<file path="src/sv/e2q_pkg.sv">
// e2q_pkg: shared constants and helpers for the euler to quaternion pipeline
// used by every module of the block; depends on nothing
package e2q_pkg;

  localparam int unsigned ANGLE_WIDTH_DEF  = 16;
  localparam int unsigned CORDIC_STEPS_DEF = 16;
  localparam int unsigned ATAN_ENTRIES     = 30;

  // cordic datapath: q.30 plus guard and sign bits
  localparam int unsigned CW = 34;
  // sine and cosine after rounding to q.20
  localparam int unsigned SW = 22;

  localparam logic signed [CW-1:0] GAIN_Q30 = 34'sd652032874;
  localparam logic [33:0]          PI_Q30   = 34'd3373259426;
  localparam logic signed [15:0]   Q14_ONE  = 16'sd16384;

  typedef logic signed [CW-1:0] cw_t;
  typedef logic signed [SW-1:0] sw_t;

  // one cordic lane state: x, y and residual angle
  typedef struct packed {
    cw_t x;
    cw_t y;
    cw_t z;
  } lane_t;

  function automatic cw_t atan_q30(input int unsigned i);
    cw_t r;
    case (i)
      0: r = 34'sd843314857;   1: r = 34'sd497837829;
      2: r = 34'sd263043837;   3: r = 34'sd133525159;
      4: r = 34'sd67021687;    5: r = 34'sd33543516;
      6: r = 34'sd16775851;    7: r = 34'sd8388437;
      8: r = 34'sd4194283;     9: r = 34'sd2097149;
      default: r = cw_t'(64'sd1 << (30 - i));
    endcase
    return r;
  endfunction

endpackage

</file>
<file path="src/sv/e2q_cordic_cell.sv">
// e2q_cordic_cell: one registered rotation step for the three angle lanes
// depends on e2q_pkg
module e2q_cordic_cell #(
  parameter int unsigned STEP = 0
) (
  input  logic                      clk_i,
  input  logic                      en_i,
  input  e2q_pkg::lane_t [2:0]      lane_i,
  output e2q_pkg::lane_t [2:0]      lane_o
);

  localparam e2q_pkg::cw_t Atan = e2q_pkg::atan_q30(STEP);

  e2q_pkg::lane_t [2:0] lane_d, lane_q;

  always_comb begin
    for (int k = 0; k < 3; k++) begin
      if (!lane_i[k].z[e2q_pkg::CW-1]) begin
        lane_d[k].x = lane_i[k].x - (lane_i[k].y >>> STEP);
        lane_d[k].y = lane_i[k].y + (lane_i[k].x >>> STEP);
        lane_d[k].z = lane_i[k].z - Atan;
      end else begin
        lane_d[k].x = lane_i[k].x + (lane_i[k].y >>> STEP);
        lane_d[k].y = lane_i[k].y - (lane_i[k].x >>> STEP);
        lane_d[k].z = lane_i[k].z + Atan;
      end
    end
  end

  always_ff @(posedge clk_i) begin
    if (en_i) begin
      lane_q <= lane_d;
    end
  end

  assign lane_o = lane_q;

endmodule

</file>
<file path="config.mk">
export PLATFORM = sky130hd
export DESIGN_NAME = e2q_cordic_cell
export DESIGN_NICKNAME = d
export VERILOG_FILES = /design/src/sv/e2q_pkg.sv /design/src/sv/e2q_cordic_cell.sv
export SDC_FILE = /design/constraint.sdc
export NUM_CORES = 1
export LEC_CHECK = 0
export BUFFER_PORTS_ARGS = -buffer_cell sky130_fd_sc_hd__buf_2
export CORE_AREA = 2 2 241 243
export CTS_CLUSTER_SIZE = 10
export DETAILED_ROUTE_END_ITERATION = 8
export DIE_AREA = 0 0 243 245
export GPL_ROUTABILITY_DRIVEN = 0
export MAX_ROUTING_LAYER = met4
export PLACE_DENSITY = 0.79
export SETUP_SLACK_MARGIN = 0.3
export SLEW_MARGIN = 0
export SYNTH_ARGS = -nofsm -noshare
export SYNTH_HDL_FRONTEND = slang
export SYNTH_SLANG_ARGS = --single-unit
</file>
<file path="constraint.sdc">
create_clock -name clk_i -period 11.41 [get_ports clk_i]
set_input_delay 2.282 -clock clk_i [delete_from_list [all_inputs] [get_ports clk_i]]
set_output_delay 2.282 -clock clk_i [all_outputs]
set_load 0.02 [all_outputs]
</file>
### Yosys cells after proc, flatten, opt, wreduce, memory -nomap -nowiden

Index checks and enable logic that the tools add are counted.

* input port bits: 308
* register bits after elaboration: 306
* logic and storage cells: 27
* output and inout bits: 306

* mux-type cells: 3
* $add $sub $neg: 15

Operators by type and width (count)
* 102-bit two-way mux: 3
* 34-bit subtractor: 6
* 34-bit by 31-bit adder with 34-bit output (second input constant): 3
* 34-bit adder: 3
* 34-bit by 31-bit subtractor with 34-bit output (second input constant): 3

### Longest topological paths before layout

* depth after elaboration: 2
* mapped depth: 15
* gate-level depth less buffers: 13

### Worst setup path before layout

No wires, ideal clock.

* path kind: in2reg
* start point: in lane_i[33] in the netlist's numbering
* end point: reg lane_q, in the netlist lane_o[27] (data pin)
* setup time: 0.260 ns
* data arrival time: 5.778 ns
* cell stages on the path: 15
* data required time: 11.150 ns
* buffers on the path: 3
* path slack: 5.372 ns
* cells stage by stage: clkbuf_1 inv_1 clkbuf_1 clkbuf_1 ha_1 a21o_1 a21oi_1 o21ai_0 a31o_2 a211oi_1 o21ai_0 a21oi_1 o31ai_1 a21oi_1 xnor2_1

RTL lines
* start, declared: RTL line e2q_cordic_cell.sv:8 `input e2q_pkg::lane_t [2:0] lane_i,`
* end signal, assigned: RTL line e2q_cordic_cell.sv:32 `lane_q <= lane_d;`
* end, declared: RTL line e2q_cordic_cell.sv:14 `e2q_pkg::lane_t [2:0] lane_d, lane_q;`

==> impl_metrics.yaml <==
placed_design:
  dp_slack_ns: 5.28
  place_inst: 4880
  dp_hpwl_mm: 78.4
  port_buffers: 613
  postPlaceCellArea_um2: 34500
synthesis:
  synth_top_area_frac: 0.294
  synthSimpleGateAreaFrac: 0.130
  ys_types: 88
  ys_seq_area_frac: 0.294
  ys_seq_elements: 303
  synthesis.nets: 4352
  async_reset_ff_frac: 0
  synthAdderAreaFrac: 0.167
  synth_compound_area_frac: 0.257
  synth_area_leaders: "edfxtp_1 29%, ha_1 16%, a21oi_1 7.6%"
  ys_warn_count: 0
  synthCells: 3639
  synth_top_flop_cell: "edfxtp_1"
  synth_edf_count: 303
  synth_mux_area_frac: 0.0130
  synth-xor-area-share: 0.0787
  yosys.area.top_type: "edfxtp_1"
  netlist_top_cells_count: "468 x a21oi_1, 393 x ha_1, 332 x inv_1, 303 x edfxtp_1, 287 x nor2_1"
  synth_area_per_cell_um2: 8.50
  synth.most_common_cell: "a21oi_1"
  synth_top_family_by_area: "compound AO/OA/AOI/OAI gates"
  synth_area_um2: 30900
timing:
  relSlewSlack: 0.279
  rsz0062_at_grt: "false"
  setup_viol: 0
  max_freq_mhz: 176
  slew_violations: 0
  finalHoldViolations: 0
  tightestPinTransition_ns: 1.08
  period_needed_ns: 5.69
  setup-tns-final_ns: 0
  worst_slack_ns: 5.72
  post-route-period-util: 0.499
layout:
  fin_nets: 4869
  utilization: 0.625
  drive_above_1_share: 0.174
  nFillCells: 5014
  fin_area_um2: 35700
  largest_reg_flops: 303
  fin_cells: 4980
  area_growth_pct: 15.2
clock_tree:
  cts_setup_buffers: 0
  hold_buffers: 0
  cts_root_buf: "clkbuf_16"
  cts_made_buffers: 39
  clk_path_buf_depth: 3
  clk_pin_slew_ns: 0.05
  cts_max_level: 2
  cts_tree: "yes"
  ctsResizeCount: 0
  cts_sinks: 303
route:
  drt-initial-drc-count: 3018
  drc: 0
  dr.pass1.iters: 6
  routed_via_density: 6.06
  via_count: 30200
  antenna_left: 0
  wl_per_cell_um: 20.1
  drt-total-wl_mm: 99.9
floorplanning:
  num_rows: 88
  coreArea_um2: 57000
  ioPinCount: 614
  die_h_um: 245
  die_area_um2: 59500
  die_w_um: 243
  start_util: 0.543
setup_path:
  end_kind: "flip-flop"
  crit_chain: "buf_4 -> inv_2 -> buf_4 -> ha_1 -> a21o_1 -> a21oi_1 -> o21ai_0 -> a31o_2 -> a211oi_1 -> o21ai_0 -> a21oi_1 -> o31ai_1 -> a21oi_1 -> xnor2_1"
  timing.critical_path.mode_cell: "a21oi_1"
  cpPeakStageDelay_ns: 0.55
  crit_path_max_fanout: 43
  crit_slowest_cell: "a211oi_1"
  required_ns: 11.72
  start_kind: "input port"
  critPathKind: "input port to flip-flop"
  cp.arrival_ns: 6.00
grt:
  grt_max_degree: 103
  grt_usage: 0.329
  overflow: 0
  grt_pass1_wl_mm: 152
  grt_pass1_vias: 27800
  antenna_found_initial: 33
power:
  switching_share: 0.387
  power_density_nw_per_um2: 126
  vdd_ir_drop_max_v: 0.000148
  p_sw_mw: 1.74
  pwr-share-clk: 0.246
  pwr-share-seq: 0.344
  combPwrFrac: 0.410
  power.internal_mw: 2.76
  p_leak_nw: 16.2
hold_path:
  min_path_cells: 2
  hold_class: "input port to flip-flop"
  worstHoldStart: "lane_i[204]"
  holdPathEnd: "lane_o[204]"
status:
  status: "completed"
job:
  drv_cap: 0
[worst max-delay path, delay by kind of cell]
kind            cells  cell delay (ns)
compound gates      9             2.38
xor+xnor            1             0.08
fa+ha+maj           1             0.34
buf+inv             3             0.90
[final cells by class]
class                           count  area [um^2]  share of cell area
Antenna cell                       40          100             0.00281
Clock buffer                       46         1000              0.0281
Clock inverter                     14         77.6             0.00218
Inverter                          345         1290              0.0363
Multi-Input combinational cell   2845        20000               0.560
Sequential cell                   303         9100               0.255
Tap cell                          765          957              0.0268
Timing Repair Buffer              622         3150              0.0884
[cells by family after synthesis]
kind of cell | count (synthesis)
and+or+nand+nor | 854
DFF | 303
AOI/OAI and AO/OA | 1268
muxes | 40
buffers and inverters | 491
adders and majority gates | 405
xor gates and xnor gates | 278
[routing by layer]
metal | vias up | GRT usage | part of all wire
li1 | 14200 | - | -
met1 | 13900 | 0.405 | 0.39
met2 | 1755 | 0.518 | 0.45
met3 | 317 | 0.0676 | 0.10
met4 | 0 | 0.155 | 0.052
met5 | - | - | 0
[cell usage in the layout (no fill, tap or decap), drive strengths merged, types with 53 or more instances in the layout]
cell type  count
inv          342
o21bai        95
nand2        197
buf          622
xor2          53
a21oi        471
o21ai        251
xnor2        225
nor3          60
nand3         72
nor2         287
a21o         121
edfxtp       303
ha           393
[how the worst max path moves through the flow]
stage                     slack, ns    endpoint       start
after floorplan                5.37  lane_o[27]  lane_i[33]
after global placement         5.30  lane_o[27]  lane_i[33]
after detailed placement       5.28  lane_o[27]  lane_i[33]
after CTS                      5.86  lane_o[27]  lane_i[33]
after global routing           5.50  lane_o[27]  lane_i[33]
final                          5.72  lane_o[27]  lane_i[33]
[power by group through the flow]
stage | Clock [mW] | Sequential [mW] | Combinational, mW
finish | 1.10 | 1.55 | 1.85
global route | 1.16 | 1.56 | 1.99
CTS | 1.12 | 1.55 | 1.81
detailed placement | 0 | 1.57 | 1.80
global placement | 0 | 1.56 | 1.78
floorplan | 0 | 1.80 | 0.976
[stage by stage]
| step | hold WS, ns | power, mW |
|---|---|---|
| 2_1_floorplan | 2.39 | 2.77 |
| 3_3_place_gp | 2.60 | 3.35 |
| 3_5_place_dp | 2.60 | 3.36 |
| 4_1_cts | 2.00 | 4.48 |
| 5_1_grt | 2.04 | 4.71 |
| 6_report | 2.03 | 4.50 |
Note: power is estimated with default switching activity, not from simulation.
